[src/hdl/xsfb_pkg.sv]
// Shared constants, types and helpers for the XOR sprite frame buffer.
`timescale 1ns / 1ps
package xsfb_pkg;

	localparam int SCREEN_WIDTH  = 64;
	localparam int SCREEN_HEIGHT = 32;
	localparam int SPRITE_BITS   = 8;
	localparam int COORD_W       = 8;

	// Coordinates wrap by masking: both screen dimensions are powers of two.
	localparam int COL_W = $clog2(SCREEN_WIDTH);
	localparam int ROW_W = $clog2(SCREEN_HEIGHT);

	typedef enum logic [1:0] {
		OP_PLOT  = 2'd0,
		OP_CLEAR = 2'd1,
		OP_READ  = 2'd2
	} op_t;

	typedef logic [SCREEN_WIDTH-1:0] row_word_t;

	typedef struct packed {
		logic      wr_en;
		logic      clr_all;
		row_word_t wr_data;
		logic      collision;
		logic      pixel;
	} eng_res_t;

	// Sprite bits placed at column start and rotated so that columns past
	// the right edge land at the left edge of the same row.
	function automatic row_word_t sprite_mask(input logic [SPRITE_BITS-1:0] sprite,
			input logic [COL_W-1:0] start);
		logic [2*SCREEN_WIDTH-1:0] wide;
		wide = {{(2*SCREEN_WIDTH-SPRITE_BITS){1'b0}}, sprite} << start;
		return wide[SCREEN_WIDTH-1:0] | wide[2*SCREEN_WIDTH-1:SCREEN_WIDTH];
	endfunction

endpackage

[src/hdl/xsfb_row_ram.sv]
// Generic single-port-write, registered-read RAM holding one screen row per entry.
`timescale 1ns / 1ps
module xsfb_row_ram #(
	parameter int DEPTH = 32,
	parameter int WIDTH = 64
) (
	input  logic                     clk,
	input  logic                     wr_en,
	input  logic [$clog2(DEPTH)-1:0] wr_addr,
	input  logic [WIDTH-1:0]         wr_data,
	input  logic                     rd_en,
	input  logic [$clog2(DEPTH)-1:0] rd_addr,
	output logic [WIDTH-1:0]         rd_data
);

	logic [WIDTH-1:0] mem [DEPTH];

	always_ff @(posedge clk) begin
		if (wr_en) begin
			mem[wr_addr] <= wr_data;
		end
	end

	always_ff @(posedge clk) begin
		if (rd_en) begin
			rd_data <= mem[rd_addr];
		end
	end

endmodule

[src/hdl/xsfb_row_engine.sv]
// Modify step: XOR a sprite row into a fetched screen row, or pick one pixel.
`timescale 1ns / 1ps
module xsfb_row_engine import xsfb_pkg::*; (
	input  op_t                    op,
	input  logic                   row_valid,
	input  row_word_t              rd_data,
	input  logic [SPRITE_BITS-1:0] sprite,
	input  logic [COL_W-1:0]       col,
	output eng_res_t               res
);

	row_word_t old_row;
	row_word_t mask;

	// A row never written since the last clear reads as all dark.
	assign old_row = row_valid ? rd_data : '0;
	assign mask    = sprite_mask(sprite, col);

	always_comb begin
		res = '0;
		unique case (op)
			OP_PLOT: begin
				res.wr_en     = 1'b1;
				res.wr_data   = old_row ^ mask;
				res.collision = |(old_row & mask);
			end
			OP_CLEAR: begin
				res.clr_all = 1'b1;
			end
			OP_READ: begin
				res.pixel = old_row[col];
			end
			default: begin
				res = '0;
			end
		endcase
	end

endmodule

[src/hdl/xor_sprite_framebuffer_top.sv]
// Top level of the XOR sprite frame buffer: stream ports, sequencing and row memory.
`timescale 1ns / 1ps
// Monochrome 64x32 frame buffer, one row of pixels per memory word. The row
// is read from the synchronous row memory in the accept cycle, then modified
// and written back once the output register can take the result; a new beat
// is not taken until the current one has completed. A plot XORs eight
// sprite pixels into one row, wrapping past the right edge; a read returns one
// pixel; a clear is handled like any other beat, since per-row valid flags mark
// rows as dark instead of sweeping the memory. Reset needs no clearing pass.
module xor_sprite_framebuffer_top import xsfb_pkg::*; (
	input  logic        clk,
	input  logic        arst_n,
	input  logic        s_tvalid,
	output logic        s_tready,
	input  logic [23:0] s_tdata,   // pos_x[7:0], pos_y[15:8], sprite_row[23:16]
	input  logic [1:0]  s_tuser,   // op[1:0]
	output logic        m_tvalid,
	input  logic        m_tready,
	output logic [7:0]  m_tdata    // collision[0], pixel[1], zero[7:2]
);

	logic                   busy_s1;
	op_t                    op_s1;
	logic [ROW_W-1:0]       row_s1;
	logic [COL_W-1:0]       col_s1;
	logic [SPRITE_BITS-1:0] sprite_s1;

	logic [SCREEN_HEIGHT-1:0] row_valid_q;
	logic                     m_tvalid_q;
	logic                     collision_q;
	logic                     pixel_q;

	logic      accept;
	logic      complete;
	row_word_t rd_data;
	eng_res_t  res;

	assign s_tready = !busy_s1;
	assign accept   = s_tvalid && s_tready;
	// The fetched row is finished once the output register can take the result.
	assign complete = busy_s1 && (!m_tvalid_q || m_tready);

	always_ff @(posedge clk or negedge arst_n) begin
		if (!arst_n) begin
			busy_s1 <= 1'b0;
		end else if (accept) begin
			busy_s1 <= 1'b1;
		end else if (complete) begin
			busy_s1 <= 1'b0;
		end
	end

	always_ff @(posedge clk) begin
		if (accept) begin
			op_s1     <= op_t'(s_tuser);
			col_s1    <= s_tdata[COL_W-1:0];
			row_s1    <= s_tdata[COORD_W +: ROW_W];
			sprite_s1 <= s_tdata[2*COORD_W +: SPRITE_BITS];
		end
	end

	xsfb_row_ram #(
		.DEPTH(SCREEN_HEIGHT),
		.WIDTH(SCREEN_WIDTH)
	) u_ram (
		.clk    (clk),
		.wr_en  (complete && res.wr_en),
		.wr_addr(row_s1),
		.wr_data(res.wr_data),
		.rd_en  (accept),
		.rd_addr(s_tdata[COORD_W +: ROW_W]),
		.rd_data(rd_data)
	);

	xsfb_row_engine u_engine (
		.op       (op_s1),
		.row_valid(row_valid_q[row_s1]),
		.rd_data  (rd_data),
		.sprite   (sprite_s1),
		.col      (col_s1),
		.res      (res)
	);

	always_ff @(posedge clk or negedge arst_n) begin
		if (!arst_n) begin
			row_valid_q <= '0;
		end else if (complete) begin
			if (res.clr_all) begin
				row_valid_q <= '0;
			end else if (res.wr_en) begin
				row_valid_q[row_s1] <= 1'b1;
			end
		end
	end

	always_ff @(posedge clk or negedge arst_n) begin
		if (!arst_n) begin
			m_tvalid_q <= 1'b0;
		end else if (complete) begin
			m_tvalid_q <= 1'b1;
		end else if (m_tready) begin
			m_tvalid_q <= 1'b0;
		end
	end

	always_ff @(posedge clk) begin
		if (complete) begin
			collision_q <= res.collision;
			pixel_q     <= res.pixel;
		end
	end

	assign m_tvalid = m_tvalid_q;
	assign m_tdata  = {6'b0, pixel_q, collision_q};

endmodule
[config.mk]
export PLATFORM = sky130hd
export DESIGN_NAME = xor_sprite_framebuffer_top
export DESIGN_NICKNAME = d
export VERILOG_FILES = /design/src/hdl/xsfb_pkg.sv /design/src/hdl/xsfb_row_ram.sv /design/src/hdl/xsfb_row_engine.sv /design/src/hdl/xor_sprite_framebuffer_top.sv
export SDC_FILE = /design/constraint.sdc
export NUM_CORES = 2
export LEC_CHECK = 0
export BUFFER_PORTS_ARGS = -buffer_cell sky130_fd_sc_hd__buf_2
export CORE_MARGIN = 10
export CORE_UTILIZATION = 65
export CTS_CLUSTER_SIZE = 20
export DETAILED_ROUTE_END_ITERATION = 16
export PLACE_DENSITY = 0.83
export SLEW_MARGIN = 20
export SYNTH_ARGS = -nofsm -noshare
export SYNTH_HDL_FRONTEND = slang
export SYNTH_SLANG_ARGS = --single-unit
[constraint.sdc]
create_clock -name clk -period 8.7 [get_ports clk]
set_input_delay 1.305 -clock clk [delete_from_list [all_inputs] [get_ports clk]]
set_output_delay 1.305 -clock clk [all_outputs]
set_load 0.01 [all_outputs]
## Word level (Yosys, flattened, before mapping)

Memory sizes are Yosys's and may differ from the RTL's. A register that Yosys moved wholly into a read port is not among the register bits.
Cells that the tools add are included.

| storage, ports and cells | value |
|---|---|
| memories kept | 1 |
| logic and storage cells | 51 |
| memory bits (writable) | 2048 |
| flip-flop bits (word level) | 57 |

| cells by class | value |
|---|---|
| multiplexer cells | 18 |
| eq/ne operators | 2 |
| bitwise operators | 4 |
| reduce and logical (&&, ||, !) cells | 13 |
| shift operators | 1 |
| $lt $le $gt $ge | 3 |

Memories:

| name | depth | width | read ports | clocked after memory_dff | write ports | line | text |
|---|---|---|---|---|---|---|---|
| u_ram.mem | 32 | 64 | 1 | 1 | 1 | xsfb_row_ram.sv:16 | `logic [WIDTH-1:0] mem [DEPTH];` |

Operator list:

| kind | number |
|---|---|
| $shl A8 B6 Y128 | 1 |
| $mux W65 | 1 |
| $and A64 B64 Y64 | 1 |
| $mux W32 | 2 |
| $mux W64 | 1 |
| $or A64 B64 Y64 | 1 |
| $reduce_or A64 Y1 | 1 |
| $xor A64 B64 Y64 | 1 |
| $or A32 B32 Y32 | 1 |
| $mux W1 | 11 |
| $lt A6 B7 Y1 const B | 1 |
| $bmux W1 S6 | 1 |
| $lt A5 B6 Y1 const B | 1 |
| $reduce_bool A2 Y1 | 3 |
| $bmux W1 S5 | 1 |
| $demux W1 S5 | 1 |
| $ge A5 B1 Y1 const B | 1 |
| $logic_and A1 B1 Y1 | 4 |
| $eq A2 B1 Y1 const B | 1 |
| $eq A2 B2 Y1 const B | 1 |
| $logic_not A1 Y1 | 2 |
| $logic_not A2 Y1 | 1 |
| $reduce_and A2 Y1 | 1 |
| $logic_or A1 B1 Y1 | 1 |

## Longest topological paths before layout

| depth | value |
|---|---|
| word-level depth | 7 |
| depth in mapped cells | 13 |
| gate-level depth less buffers | 9 |

## Cells and area by module

Synthesis repeated with hierarchy kept, for this count alone.

| second synthesis, totals | value |
|---|---|
| cell total of the unflattened synthesis | 3759 |
| area total of the unflattened synthesis | 85548.3 µm² |

Modules (own cells, without submodules):

| module | sequential area each (µm²) | times used | cells an instance | area each (µm²) |
|---|---|---|---|---|
| xsfb_row_ram | 63420.8 | 1 | 3097 | 79605.1 |
| xsfb_row_engine | 0.0 | 1 | 448 | 3393.3 |
| xor_sprite_framebuffer_top | 1541.5 | 1 | 214 | 2549.9 |

## Worst setup path after synthesis

No wires, ideal clock.

| path | value |
|---|---|
| path type | input -> register |
| start point | input s_tvalid |
| end point | register col_s1[0] (enable) |
| arrival | 5.016 ns |
| stages | 1 |
| setup time | 0.539 ns |
| buffers on the path | 0 |
| path slack | 3.144 ns |
| path through | nor2b_1 |

| between the ends | value |
|---|---|
| word-level cells in the longest chain between the ends | 1 |

RTL lines:

| what | line | text |
|---|---|---|
| from (decl) | xor_sprite_framebuffer_top.sv:13 | `input logic s_tvalid,` |
| $logic_and A1 B1 Y1 | xor_sprite_framebuffer_top.sv:39 | `assign accept = s_tvalid && s_tready;` |
| to (signal assigned) | xor_sprite_framebuffer_top.sv:56 | `col_s1 <= s_tdata[COL_W-1:0];` |
| to (decl) | xor_sprite_framebuffer_top.sv:25 | `logic [COL_W-1:0] col_s1;` |

No other way between the ends.
A chain may end at the register's enable or synchronous reset.

## Final worst setup path

| path | value |
|---|---|
| start point | register op_s1[0] |
| end point | memory u_ram.mem[23][45] (enable) |

| between the ends | value |
|---|---|
| word-level cells in the longest chain between the ends | 5 |

RTL lines:

| what | line | text |
|---|---|---|
| from (decl) | xor_sprite_framebuffer_top.sv:23 | `op_t op_s1;` |
| from (signal assigned) | xor_sprite_framebuffer_top.sv:55 | `op_s1 <= op_t'(s_tuser);` |
| $logic_not A2 Y1 | xsfb_row_engine.sv:21 | `unique case (op)` |
| $mux W1 | xsfb_row_engine.sv:21 |  |
| $logic_and A1 B1 Y1 | xor_sprite_framebuffer_top.sv:67 | `.wr_en (complete && res.wr_en),` |
| $mux W1 | xsfb_row_ram.sv:19 | `if (wr_en) begin` |
| $mux W1 (implied by the code) | xsfb_row_ram.sv:20 | `mem[wr_addr] <= wr_data;` |
| to (decl) | xsfb_row_ram.sv:16 |  |

No other way between the ends.

==> results.md <==
- Max Fclk: 0.202 GHz
- Register Area: 65000 µm²
- Initial antenna violation count: 13
- Slew HR: 22.9%
- Chip Height: 381 µm
- Cell Area, Synth: 84800 µm²
- Cell variety after synth: 38
- Clock tree buffer depth: 3
- Post-CTS setup buffers: 0
- CTS Buf Count: 200
- Switching Power: 5.18 mW
- DP Wirelength: 111 mm
- Mux cell area share after synthesis: 18.9%
- # port buffers: 28
- Die Outline Area: 145000 µm²
- Synth Flop Type: edfxtp_1
- Max-Cap Viols: 0
- Final number of hold-violating endpoints: 0
- Clk root buf: clkbuf_16
- Critical Path AT: 5.41 ns
- Clock transition at path regs: 0.07 ns
- DR iter-0 viols: 7550
- Drt pass-1 iters: 6
- Setup Viol. Count Final: 0
- Number of synthesized register bits: 2169
- Core area: 130000 µm²
- GP Congestion: 0.956
- Clock group share of total power: 39.4%
- Largest net degree at the start of global routing: 133
- Post-Synth XOR/XNOR Area: 0%
- Total track usage: 32.1%
- Post-route antenna net violation count: 0
- Residual DRC: 0
- Clock skew: 0.0463 ns
- Layout Nets: 3778
- Share of layout cells above drive strength 1: 31.1%
- Vias in the first global route: 43100
- H-tree depth: 4
- Hold path start: row_valid_q[25]
- Synth Area in Adders: 0.944%
- CTS tree: yes
- Max-slew violation count: 0
- Die Wd: 381 µm
- Later-pin clock latency in the skew report: 0.86 ns
- Fillers: 6596
- Synth area leader: edfxtp_1
- Vias per cell: 7.58
- Largest family of logic cells by synthesized area: multiplexers
- CP Max Fanout: 69
- Post-CTS Resized: 0
- Minimum clock period after layout: 4.95 ns
- Mapped Cells: 3563
- Crit path from: op_s1[0]
- Post-synthesis compound-gate area fraction: 0.590%
- Hold slack: 0.491 ns
- Number of synthesized flops with an enable pin: 2135
- Total chip power: 22.5 mW
- Final period util: 56.9%
- Startpoint Class: flip-flop
- Async SR Flop Fraction: 1.57%
- Critical path required time: 9.16 ns
- Area of the multi-input gates: 19200 µm²
- Crit path capture type: flip-flop
- Yosys top cell area share: 75.6%
- Synth top area cells: edfxtp_1, mux4_2, dfrtp_1
- CP Class: flip-flop to flip-flop
- Hold Path Class: flip-flop to flip-flop
- LEAKAGE: 30.1 nW
- Via count: 42500
- Simple-gate share of the synthesized area: 1.87%
- Avg Cell Area, Syn: 23.8 µm²
- Net Sw Frac: 23.0%
- # hold bufs at CTS: 0
- Total congestion overflow: 0
- Power per Cell Area: 240 nW/µm²
- Synth cell count leaders: edfxtp_1, mux4_2, and2_1
- Area Overhead vs Synth: 10.7%
- Count leader, synth: edfxtp_1
- VDD IR-drop max: 0.293 mV
- Final setup TNS: 0 ns
- Seq pwr share: 53.2%
- Tightest Pin Transition: 1.16 ns
- Global-route wire length before repair: 329 mm
- RSZ-0062 raised after global routing: no
- Cell Int Power: 17.4 mW
- I/O Pins: 40
- RR Startpoint: op_s1[0]
- Yosys warnings: 0
- Seq/Total Area, Yosys: 76.6%
- Initial Util: 65.4%
- Std-Cell Rows: 132
- Routed WL: 232 mm
- Status: completed
- Logic pwr share: 7.4%
- Routed len/inst: 41.4 µm
- CTS sink cnt: 2169
-- path summary, 6_finish.rpt --
check / endpoint / slack (ns) / cells after the start
max in group asynchronous: row_valid_q[0] / 7.64 / 1
max reg2reg: u_ram.mem[23][45] / 3.75 / 6
min reg2reg: row_valid_q[25] / 0.49 / 1
min: row_valid_q[25] / 0.49 / 1
min in group asynchronous: m_tvalid / 0.55 / 1
max: u_ram.mem[23][45] / 3.75 / 6
-- area by class of cell --
class	instances	area share (%)
diodes	5	0.0133
clock buffers	232	5.48
clock inverters	140	1.48
inverters	4	0.0160
multi-input cells	1194	20.4
flip-flops and latches	2169	69.2
well taps	1742	2.32
repair buffers	115	1.08
-- layout by cell type (no fill, tap or decap), drive strengths merged, types with 8 or more instances in the layout --
| master | count |
|---|---|
| nor4 | 18 |
| inv | 11 |
| ha | 64 |
| o21a | 32 |
| nand4 | 9 |
| and2 | 133 |
| dfrtp | 34 |
| mux2i | 32 |
| clkinv | 100 |
| clkbuf | 232 |
| buf | 115 |
| mux4 | 661 |
| nand2 | 14 |
| edfxtp | 2135 |
| o22ai | 24 |
| mux2 | 72 |
| nand2b | 8 |
| bufinv | 22 |
| nor2 | 77 |
| nor2b | 10 |
| clkinvlp | 11 |
-- power by group through the flow --
stage | registers (mW) | clock network [mW] | logic (mW)
after floorplan | 12.1 | 0 | 1.06
after global placement | 12.2 | 0 | 1.54
after detailed placement | 12.2 | 0 | 1.59
after CTS | 12.0 | 8.93 | 1.63
after global routing | 12.0 | 9.30 | 1.74
final | 12.0 | 8.88 | 1.67
-- metal layers --
layer	up-vias	global-route usage, %	wire length (µm)	share of wire, %
li1	15500	-	-	-
met1	22200	41.0	74500	32
met2	3962	52.3	116000	50
met3	822	8.09	28600	12
met4	12	15.1	12800	5.5
met5	-	0	87	0.037
-- critical path, cell delays in order (launching register included) --
cell and delay [ns]:
edfxtp_1 0.46, nor2_4 0.13, buf_4 0.78, nand4_1 1.03, nor2_4 0.70, buf_4 0.53, buf_4 0.86
-- through the flow --
step / setup WS (ns) / instances / instance area (µm²) / util [%]
finish: 3.75 / 5601 / 93900 / 72.4
detailed placement: 3.48 / 5221 / 87300 / 67.4
floorplan: 3.14 / 3568 / 84900 / -
global route: 3.72 / 5598 / 93900 / 72.4
CTS: 3.85 / 5593 / 93900 / 72.4
global placement: 3.53 / 5219 / 87300 / 67.3
-- sequential cells by signal, indices dropped and copies added (netlist names) --
name	cells
u_ram.mem	2048
u_ram.rd_data	64
row_valid_q	32
sprite_s1	8
col_s1	6
row_s1	5
op_s1	2
busy_s1	1
collision_q	1
m_tvalid	1
pixel_q	1
-- logic make-up (layout without fill, tap and decap cells) --
group,after synthesis,after routing
AO/OA/AOI/OAI,71,71
other,1,11
buffers and inverters,205,491
flip-flops,2169,2169
AND/OR/NAND/NOR,288,288
adder cells (fa/ha/maj),64,64
multiplexers,765,765
No activity file was read; power rests on OpenSTA's default activity.
